`src/hw/rtl/hcl_pkg.sv`:
```
// Package: transaction types, front classification record and name constants.
`timescale 1ns / 1ps

package hcl_pkg;

  localparam int NameLen    = 15;
  localparam int QueueDepth = 4;
  localparam int QueuePtrW  = 2;

  localparam logic [7:0] ChCr    = 8'h0D;
  localparam logic [7:0] ChLf    = 8'h0A;
  localparam logic [7:0] ChSpace = 8'h20;

  typedef struct packed {
    logic [7:0] data_byte;
    logic       start_of_response;
  } rx_item_t;

  typedef struct packed {
    logic        complete;
    logic        headers_done;
    logic        length_known;
    logic [31:0] length_value;
    logic [31:0] body_received;
    logic        length_overflow;
  } status_item_t;

  typedef struct packed {
    logic       start;
    logic [7:0] lc;
    logic       is_c;
    logic       is_space;
    logic       is_digit;
    logic [3:0] digit;
    logic       is_cr;
    logic       is_lf;
  } cls_t;

  typedef enum logic [3:0] {
    PH_SEARCH = 4'b0001,
    PH_SPACES = 4'b0010,
    PH_DIGITS = 4'b0100,
    PH_KNOWN  = 4'b1000
  } phase_t;

  function automatic logic [7:0] name_char(input logic [3:0] idx);
    logic [7:0] c;
    unique case (idx)
      4'd0:    c = "c";
      4'd1:    c = "o";
      4'd2:    c = "n";
      4'd3:    c = "t";
      4'd4:    c = "e";
      4'd5:    c = "n";
      4'd6:    c = "t";
      4'd7:    c = "-";
      4'd8:    c = "l";
      4'd9:    c = "e";
      4'd10:   c = "n";
      4'd11:   c = "g";
      4'd12:   c = "t";
      4'd13:   c = "h";
      4'd14:   c = ":";
      default: c = 8'h00;
    endcase
    return c;
  endfunction

endpackage

```
`src/hw/rtl/hcl_front.sv`:
```
// Front stage: accept a byte transaction, classify it and register the result.
`timescale 1ns / 1ps

module hcl_front (
  input  logic            clk,
  input  logic            rst,
  input  logic            rx_valid,
  output logic            rx_ready,
  input  hcl_pkg::rx_item_t rx_item,
  output logic            cls_valid,
  input  logic            cls_ready,
  output hcl_pkg::cls_t   cls
);
  import hcl_pkg::*;

  cls_t       cls_next;
  logic [7:0] b;

  assign rx_ready = !cls_valid || cls_ready;
  assign b        = rx_item.data_byte;

  always_comb begin
    cls_next.start    = rx_item.start_of_response;
    cls_next.lc       = (b >= "A" && b <= "Z") ? b + 8'd32 : b;
    cls_next.is_c     = (cls_next.lc == name_char(4'd0));
    cls_next.is_space = (b == ChSpace);
    cls_next.is_digit = (b >= "0" && b <= "9");
    cls_next.digit    = 4'(b - "0");
    cls_next.is_cr    = (b == ChCr);
    cls_next.is_lf    = (b == ChLf);
  end

  always_ff @(posedge clk) begin
    if (rst) begin
      cls_valid <= 1'b0;
    end else if (rx_ready) begin
      cls_valid <= rx_valid;
    end
  end

  always_ff @(posedge clk) begin
    if (rx_ready && rx_valid) begin
      cls <= cls_next;
    end
  end

endmodule

```
`src/hw/rtl/hcl_queue.sv`:
```
// Short queue of classified bytes between the front and back stages.
`timescale 1ns / 1ps

module hcl_queue (
  input  logic          clk,
  input  logic          rst,
  input  logic          push_valid,
  output logic          push_ready,
  input  hcl_pkg::cls_t push_item,
  output logic          pop_valid,
  input  logic          pop_ready,
  output hcl_pkg::cls_t pop_item
);
  import hcl_pkg::*;

  cls_t                 slots [QueueDepth];
  logic [QueuePtrW-1:0] wr_ptr;
  logic [QueuePtrW-1:0] rd_ptr;
  logic [QueuePtrW:0]   count;
  logic                 do_push;
  logic                 do_pop;

  assign push_ready = (count != (QueuePtrW + 1)'(QueueDepth));
  assign pop_valid  = (count != '0);
  assign pop_item   = slots[rd_ptr];
  assign do_push    = push_valid && push_ready;
  assign do_pop     = pop_valid && pop_ready;

  always_ff @(posedge clk) begin
    if (rst) begin
      wr_ptr <= '0;
      rd_ptr <= '0;
      count  <= '0;
    end else begin
      if (do_push) begin
        wr_ptr <= wr_ptr + 1'b1;
      end
      if (do_pop) begin
        rd_ptr <= rd_ptr + 1'b1;
      end
      if (do_push && !do_pop) begin
        count <= count + 1'b1;
      end else if (do_pop && !do_push) begin
        count <= count - 1'b1;
      end
    end
  end

  always_ff @(posedge clk) begin
    if (do_push) begin
      slots[wr_ptr] <= push_item;
    end
  end

endmodule

```
`src/hw/rtl/hcl_back.sv`:
```
// Back stage: parser state, length accumulator, terminator and body counters.
`timescale 1ns / 1ps

module hcl_back #(
  parameter int LENGTH_BITS = 32
) (
  input  logic                  clk,
  input  logic                  rst,
  input  logic                  cls_valid,
  output logic                  cls_ready,
  input  hcl_pkg::cls_t         cls,
  output logic                  status_valid,
  input  logic                  status_ready,
  output hcl_pkg::status_item_t status_item
);
  import hcl_pkg::*;

  logic [3:0]             pos;
  phase_t                 phase;
  logic [LENGTH_BITS-1:0] accum;
  logic                   ovf;
  logic [1:0]             tp;
  logic                   hdr;
  logic [31:0]            body;

  logic [3:0]             pos_next;
  phase_t                 phase_next;
  logic [LENGTH_BITS-1:0] accum_next;
  logic                   ovf_next;
  logic [1:0]             tp_next;
  logic                   hdr_next;
  logic [31:0]            body_next;
  status_item_t           status_next;

  logic [3:0]             idx;
  logic [3:0]             pos_inc;
  logic [LENGTH_BITS+3:0] wide;
  logic [63:0]            accum_ext;
  logic                   take;

  assign take      = cls_valid && cls_ready;
  assign cls_ready = !status_valid || status_ready;

  always_comb begin
    if (cls.start) begin
      pos_next   = '0;
      phase_next = PH_SEARCH;
      accum_next = '0;
      ovf_next   = 1'b0;
      tp_next    = '0;
      hdr_next   = 1'b0;
      body_next  = '0;
    end else begin
      pos_next   = pos;
      phase_next = phase;
      accum_next = accum;
      ovf_next   = ovf;
      tp_next    = tp;
      hdr_next   = hdr;
      body_next  = body;
    end

    idx     = (pos_next == 4'(NameLen)) ? 4'd0 : pos_next;
    pos_inc = idx + 4'd1;
    wide    = ({4'b0, accum_next} << 3) + ({4'b0, accum_next} << 1)
              + (LENGTH_BITS + 4)'(cls.digit);

    if (hdr_next) begin
      if (body_next != '1) begin
        body_next = body_next + 32'd1;
      end
    end else begin
      unique case (phase_next) inside
        PH_SEARCH: begin
          if (cls.lc == name_char(idx)) begin
            if (pos_inc == 4'(NameLen)) begin
              phase_next = PH_SPACES;
              pos_next   = '0;
            end else begin
              pos_next = pos_inc;
            end
          end else begin
            pos_next = cls.is_c ? 4'd1 : 4'd0;
          end
        end
        PH_SPACES, PH_DIGITS: begin
          if (phase_next == PH_SPACES && cls.is_space) begin
            phase_next = PH_SPACES;
          end else if (cls.is_digit) begin
            if (ovf_next || (wide[LENGTH_BITS+3:LENGTH_BITS] != '0)) begin
              accum_next = '1;
              ovf_next   = 1'b1;
            end else begin
              accum_next = wide[LENGTH_BITS-1:0];
            end
            phase_next = PH_DIGITS;
          end else begin
            phase_next = PH_KNOWN;
          end
        end
        PH_KNOWN: begin
          phase_next = PH_KNOWN;
        end
        default: begin
          phase_next = PH_SEARCH;
        end
      endcase

      if (cls.is_cr) begin
        tp_next = (tp_next == 2'd2) ? 2'd3 : 2'd1;
      end else if (cls.is_lf) begin
        if (tp_next == 2'd1) begin
          tp_next = 2'd2;
        end else if (tp_next == 2'd3) begin
          tp_next  = 2'd0;
          hdr_next = 1'b1;
        end else begin
          tp_next = 2'd0;
        end
      end else begin
        tp_next = 2'd0;
      end

      if (hdr_next) begin
        pos_next = '0;
      end
    end

    accum_ext                   = 64'(accum_next);
    status_next.headers_done    = hdr_next;
    status_next.length_known    = (phase_next == PH_KNOWN);
    status_next.length_value    = accum_ext[31:0];
    status_next.body_received   = body_next;
    status_next.length_overflow = ovf_next;
    status_next.complete        = hdr_next && (phase_next == PH_KNOWN) && !ovf_next
                                  && (64'(body_next) == accum_ext);
  end

  always_ff @(posedge clk) begin
    if (rst) begin
      pos          <= '0;
      phase        <= PH_SEARCH;
      accum        <= '0;
      ovf          <= 1'b0;
      tp           <= '0;
      hdr          <= 1'b0;
      body         <= '0;
      status_valid <= 1'b0;
    end else begin
      if (take) begin
        pos   <= pos_next;
        phase <= phase_next;
        accum <= accum_next;
        ovf   <= ovf_next;
        tp    <= tp_next;
        hdr   <= hdr_next;
        body  <= body_next;
      end
      if (cls_ready) begin
        status_valid <= cls_valid;
      end
    end
  end

  always_ff @(posedge clk) begin
    if (take) begin
      status_item <= status_next;
    end
  end

endmodule

```
`src/hw/rtl/http_content_length_completion_top.sv`:
```
// Top level: HTTP Content-Length message end detector.
//
// Usage: feed the response one byte per rx transaction, with
// start_of_response set on the first byte of each response to clear all
// parser state. Every accepted byte yields exactly one status transaction
// showing the state after that byte: headers_done after CR LF CR LF,
// length_known once the Content-Length number has ended, the parsed length
// (saturated, with length_overflow) and the body byte count. complete is
// high on the byte where the body count equals the length.
// Each byte passes the front register, the queue and the status register.
// Throughput: one byte per cycle unless the status receiver stalls, set by
// the back stage's per-byte update; a four-entry queue of classified bytes
// sits between the classifier and the back stage.
// Reset (rst, synchronous) empties the pipeline and clears parser state.
// When the status receiver stalls, the output register holds its item,
// the queue fills, and rx_ready falls once the queue and front register
// are full; nothing is dropped.
`timescale 1ns / 1ps

module http_content_length_completion_top #(
  parameter int LENGTH_BITS = 32
) (
  input  logic                  clk,
  input  logic                  rst,
  input  logic                  rx_valid,
  output logic                  rx_ready,
  input  hcl_pkg::rx_item_t     rx_item,
  output logic                  status_valid,
  input  logic                  status_ready,
  output hcl_pkg::status_item_t status_item
);
  import hcl_pkg::*;

  logic f_valid;
  logic f_ready;
  cls_t f_cls;
  logic q_valid;
  logic q_ready;
  cls_t q_cls;

  hcl_front u_front (
    .clk       (clk),
    .rst       (rst),
    .rx_valid  (rx_valid),
    .rx_ready  (rx_ready),
    .rx_item   (rx_item),
    .cls_valid (f_valid),
    .cls_ready (f_ready),
    .cls       (f_cls)
  );

  hcl_queue u_queue (
    .clk        (clk),
    .rst        (rst),
    .push_valid (f_valid),
    .push_ready (f_ready),
    .push_item  (f_cls),
    .pop_valid  (q_valid),
    .pop_ready  (q_ready),
    .pop_item   (q_cls)
  );

  hcl_back #(
    .LENGTH_BITS (LENGTH_BITS)
  ) u_back (
    .clk          (clk),
    .rst          (rst),
    .cls_valid    (q_valid),
    .cls_ready    (q_ready),
    .cls          (q_cls),
    .status_valid (status_valid),
    .status_ready (status_ready),
    .status_item  (status_item)
  );

endmodule

```
`config.mk`:
```
export PLATFORM = sky130hd
export DESIGN_NAME = http_content_length_completion_top
export DESIGN_NICKNAME = d
export VERILOG_FILES = /design/src/hw/rtl/hcl_pkg.sv /design/src/hw/rtl/hcl_front.sv /design/src/hw/rtl/hcl_queue.sv /design/src/hw/rtl/hcl_back.sv /design/src/hw/rtl/http_content_length_completion_top.sv
export SDC_FILE = /design/constraint.sdc
export NUM_CORES = 1
export LEC_CHECK = 0
export ABC_AREA = 1
export BUFFER_PORTS_ARGS = -buffer_cell sky130_fd_sc_hd__buf_4
export CAP_MARGIN = 20
export CORE_MARGIN = 4
export CORE_UTILIZATION = 55
export CTS_BUF_LIST = sky130_fd_sc_hd__clkbuf_4
export DETAILED_ROUTE_END_ITERATION = 10
export GPL_TIMING_DRIVEN = 1
export PLACE_DENSITY_LB_ADDON = 0.15
export SYNTH_ARGS = -nofsm -noshare
export SYNTH_HDL_FRONTEND = slang
export SYNTH_SLANG_ARGS = --single-unit
```
`constraint.sdc`:
```
create_clock -name clk -period 6.45 [get_ports clk]
set_clock_uncertainty 0.2 [all_clocks]
set_input_delay 0.9675 -clock clk [delete_from_list [all_inputs] [get_ports clk]]
set_output_delay 0.9675 -clock clk [all_outputs]
set_load 0.005 [all_outputs]
```
==> results.ini, run 1 <==
[run_status]
status = completed

[sta]
rsz0062_at_grt = false
worstMarginPinSlew_ps = 1020
fmax_ghz = 0.180
relSlewSlack = 0.323
drv_slew = 0
min_period_ps = 5560
hold_slack_ps = 236
fin_tns_setup_ps = 0
setup_viol = 0
fin_crit_sh = 0.862
hold_viol_final = 0

[setup_path]
end_kind = register
worstPathRequired_ps = 6820
path_class = register to register
cpPeakStageDelay_ps = 560
arrival_ps = 5930
crit_fanout = 17
cp_slowest_cell = dfxtp_1
startpoint_type = register
crit_top_cell = nand2_1

[route]
drtAntennaViolNets = 0
firstDrtPassIters = 6
drt_iter0_markers = 1111
wl_um = 41400
drc = 0
via_per_inst = 5.47
drt-wirelength-per-cell_um = 17.1
num_vias = 13261

[global_route]
grt_pass1_wl_um = 65100
grt_overflow_total = 0
grt_antenna_before_repair = 1
grt_pass1_vias = 12459
grt_max_degree = 99
groute.usage.overall = 0.284

[die]
die_h_um = 170
coreArea_um2 = 25500
io_pins = 83
die_area_um2 = 28800
die_w_um = 170
start_util = 0.564
num_rows = 58

[cts]
cts-hold-fix-buffers = 0
cts_tree = built
clk_pin_slew_ps = 70
clock_sinks = 225
clk-insertion-delay-late_ps = 710
cts.path.max_buffers = 3
cts_resized = 0
cts_buffers = 58
htreeDepth = 2
post_cts_buffers = 0
cts_root_buffer = clkbuf_4

[logic_synthesis]
syn_inst = 1932
seq_area_frac_synth = 0.410
syn_avg_cell_area_um2 = 7.44
async_reset_ff_frac = 0
ys_ff_latch = 225
synth.cell_area_um2 = 14400
ys_types = 51
yosysWarnings = 0
syn_nets = 2026
ys.flop_type = edfxtp_1
synth_edf_count = 138

[place]
dp_hpwl_um = 32100
place.gp.congestion = 0.967
portBuffers = 82

[cells_and_area]
final_common_cell = nand2_1
area_delta_synth_final_pct = 12.0
layout-drive-gt1-share = 0.134
most-common-layout-cells = nand2_1 (512), inv_1 (255), nor2_1 (192)
fill_cells = 2284
nNetsFinal = 2138
final_util = 0.632

[pwr]
leakage_nw = 7.92
vdd_drop_max_mv = 0.328
finalPower_mw = 7.67
powerDensity_nw_per_um2 = 477

[run]
cap_violations = 0

[hold_path]
hold_class = input pin to register

[power breakdown]
part           internal, mW  switching, mW  total, mW  leakage (nW)
Sequential             2.16          0.270       2.43          2.06
Clock                 0.662          0.595       1.26         0.455
Combinational          1.30           2.68       3.98          5.40
Total                  4.13           3.55       7.67          7.92
[state kept, by name (all words and copies together), names as in the netlist, 2 cells and up, named ones only]
signal              cells
u_back.pos              4
u_back.status_item     68
u_queue.count           3
u_queue.rd_ptr          2
u_back.tp               2
u_queue.wr_ptr          2
u_queue.slots          56
u_back.phase            4
u_back.accum           32
u_back.body            32
u_front.cls            14
[worst max-delay path: cells and delay by family (launching register included)]
family                     cells  cell delay [ps]
DFF                            1              560
adders and majority gates      2              710
AOI/OAI and AO/OA              2              450
buffers and inverters          5              960
and+or+nand+nor               21             2550
[stage by stage]
stage	instances	cell area, um2	setup WS, ps
global route	2423	16100	343
CTS	2422	16100	931
detailed placement	2314	15300	941
floorplan	1932	14400	1830
finish	2423	16100	891
global placement	2314	15300	1010
[synth_stat cells, drive strengths merged (5+ instances only)]
| master | n | share of area |
|---|---|---|
| nand2 | 527 | 0.14 |
| inv | 278 | 0.073 |
| nor2 | 208 | 0.058 |
| edfxtp | 138 | 0.29 |
| o21ai | 134 | 0.047 |
| nand3 | 132 | 0.049 |
| a21oi | 120 | 0.042 |
| dfxtp | 87 | 0.12 |
| ha | 78 | 0.068 |
| clkbuf | 38 | 0.0099 |
| xor2 | 30 | 0.018 |
| nand4 | 27 | 0.012 |
| nor3 | 21 | 0.011 |
| xnor2 | 20 | 0.012 |
| buf | 18 | 0.010 |
| o22ai | 10 | 0.0044 |
| nand3b | 9 | 0.0047 |
| a31oi | 8 | 0.0035 |
| or2 | 8 | 0.0035 |
| o211ai | 7 | 0.0037 |
| and3 | 5 | 0.0022 |
| o221ai | 5 | 0.0030 |
[routing by layer]
layer	share of wire	track usage	vias up
met5	0	0	-
met4	0.037	0.111	0
met3	0.071	0.0452	80
met2	0.48	0.484	511
met1	0.41	0.362	6066
li1	-	-	6604
[cell families (layout without fill, tap and decap cells)]
| group | count (synthesis) | count (layout) | share of synthesized area |
|---|---|---|---|
| buffers and inverters | 336 | 496 | 0.0934 |
| adders and majority gates | 81 | 81 | 0.0721 |
| DFF | 225 | 225 | 0.410 |
| other | 0 | 1 | 0 |
| and+or+nand+nor | 942 | 942 | 0.283 |
| xor gates and xnor gates | 50 | 50 | 0.0305 |
| AOI/OAI and AO/OA | 298 | 298 | 0.111 |
[final cells by class]
type                    instances  area [um2]  share of cell area
diodes                          1        2.50            0.000155
clock buffers                  80         601              0.0373
clock inverters                28         174              0.0108
inverters                     280        1050              0.0653
multi-input cells            1371        7160               0.445
flip-flops and latches        225        5890               0.366
well taps                     330         413              0.0257
repair buffers                108         811              0.0504
[worst paths after layout]
kind | startpoint | to | slack, ps | cells after the start
worst max register to register | register | u_back.status_item[67] | 890 | 30
worst min-delay path | rx_item[0] | u_front.cls[17] | 240 | 1
worst max-delay path | register | u_back.status_item[67] | 890 | 30
worst min register to register | u_back.phase[0] | u_back.phase[0] | 270 | 2
(Power assumes the default switching activity.)
==> inputs of run 2 (changes only) <==
- CORE_MARGIN: 4 -> unset
- SKIP_CTS_REPAIR_TIMING: unset -> 1
==> run 2 against run 1 <==
Effect of this change: first-iteration DRC count increased by 7.9%; worst hold slack improved by 5.4 ps; via count increased by 0.53%; utilization is 0.50 points higher; register-to-register slack improved by 150 ps; critical path depth grew 4; routed wire length decreased by 1.5%; critical path type unchanged; setup slack improved by 150 ps; global-route usage is 2.5 points higher; largest cell class unchanged.
==> results.ini, run 2 (synthesized netlist as in run 1, its figures left out) <==
[die]
io_pins = 83
die_w_um = 164
num_rows = 58
die_area_um2 = 26800
start_util = 0.566
die_h_um = 164
coreArea_um2 = 25400

[cts]
clk-insertion-delay-late_ps = 720
cts.path.max_buffers = 3
htreeDepth = 2
cts_tree = built
clk_pin_slew_ps = 70
cts_root_buffer = clkbuf_4
clock_sinks = 225
cts_buffers = 60

[route]
drt-wirelength-per-cell_um = 16.8
wl_um = 40800
via_per_inst = 5.48
drtAntennaViolNets = 0
num_vias = 13331
drt_iter0_markers = 1199
drc = 0
firstDrtPassIters = 8

[cells_and_area]
multi_input_area_um2 = 7160
fill_cells = 2359
most-common-layout-cells = nand2_1 (512), inv_1 (255), nor2_1 (192)
top_regs = u_back.status_item (68), u_queue.slots (56)
layout-drive-gt1-share = 0.140
nNetsFinal = 2146
ff_latch_area_um2 = 5890
largest_register_ff_count = 68
final_common_cell = nand2_1
area_delta_synth_final_pct = 12.6
regMostFlops = u_back.status_item
final_util = 0.637

[sta]
setup_slack_ps = 1040
setup_viol = 0
hold_slack_ps = 242
relSlewSlack = 0.426
fmax_ghz = 0.185
fin_crit_sh = 0.839
hold_viol_final = 0
worstMarginPinSlew_ps = 861
drv_slew = 0
fin_tns_setup_ps = 0
min_period_ps = 5410
rsz0062_at_grt = false

[pwr]
leakage_nw = 7.98
vdd_drop_max_mv = 0.598
powerDensity_nw_per_um2 = 476

[place]
place.gp.congestion = 0.980
dp_hpwl_um = 30700
place_ws_ps = 1070
portBuffers = 82

[setup_path]
arrival_ps = 5790
r2r_cells = 34
cp_slowest_cell = fa_1
path_class = register to register
crit_fanout = 28
end_kind = register
worstPathRequired_ps = 6830
startpoint_type = register
cpPeakStageDelay_ps = 560
crit_top_cell = nand2_1

[hold_path]
hold_class = input pin to register
min_path_cells = 1

[global_route]
grt_overflow_total = 0
grt_max_degree = 193
grt_pass1_vias = 12393
grt_pass1_wl_um = 63500
groute.usage.overall = 0.309
grt_antenna_before_repair = 2

[run]
cap_violations = 0

[run_status]
status = completed

## run 2: final timing paths
check        slack (ps)                     end               from
max reg2reg        1040  u_back.status_item[67]           register
max                1040  u_back.status_item[67]           register
min                 240         u_front.cls[17]         rx_item[0]
min reg2reg         280       u_queue.rd_ptr[1]  u_queue.rd_ptr[1]
## run 2: final cells by class
class                      instances  area share
multi-input combinational       1371       0.443
sequential                       225       0.364
inverter                         280      0.0650
timing repair buffer             114      0.0537
clock buffer                      86      0.0399
tap                              330      0.0255
clock inverter                    27     0.00936
antenna                            1    0.000155
## run 2: worst max-delay path, delay by kind of cell, from the launching register on
kind	cells	cell delay [ps]
buf+inv	6	1230
fa+ha+maj	2	1010
flops	1	300
simple gates	26	2550
## run 2: where the power goes
group	switching, mW	internal [mW]	total [mW]
Combinational	2.67	1.31	3.98
Sequential	0.270	2.16	2.43
Clock	0.616	0.662	1.28
## run 2: routing by layer
metal | share of wire | up-vias | global-route usage
met2 | 0.47 | 488 | 0.520
li1 | - | 6619 | -
met1 | 0.41 | 6126 | 0.385
met4 | 0.045 | 2 | 0.148
met5 | 0.00032 | - | 0
met3 | 0.072 | 96 | 0.0498
## run 2: through the flow
step / std cells / instance area (um2) / total power [mW]
2_1_floorplan: 1932 / 14400 / 5.03
3_3_place_gp: 2320 / 15400 / 6.34
3_5_place_dp: 2320 / 15400 / 6.39
4_1_cts: 2433 / 16200 / 7.70
5_1_grt: 2434 / 16200 / 8.29
6_report: 2434 / 16200 / 7.70
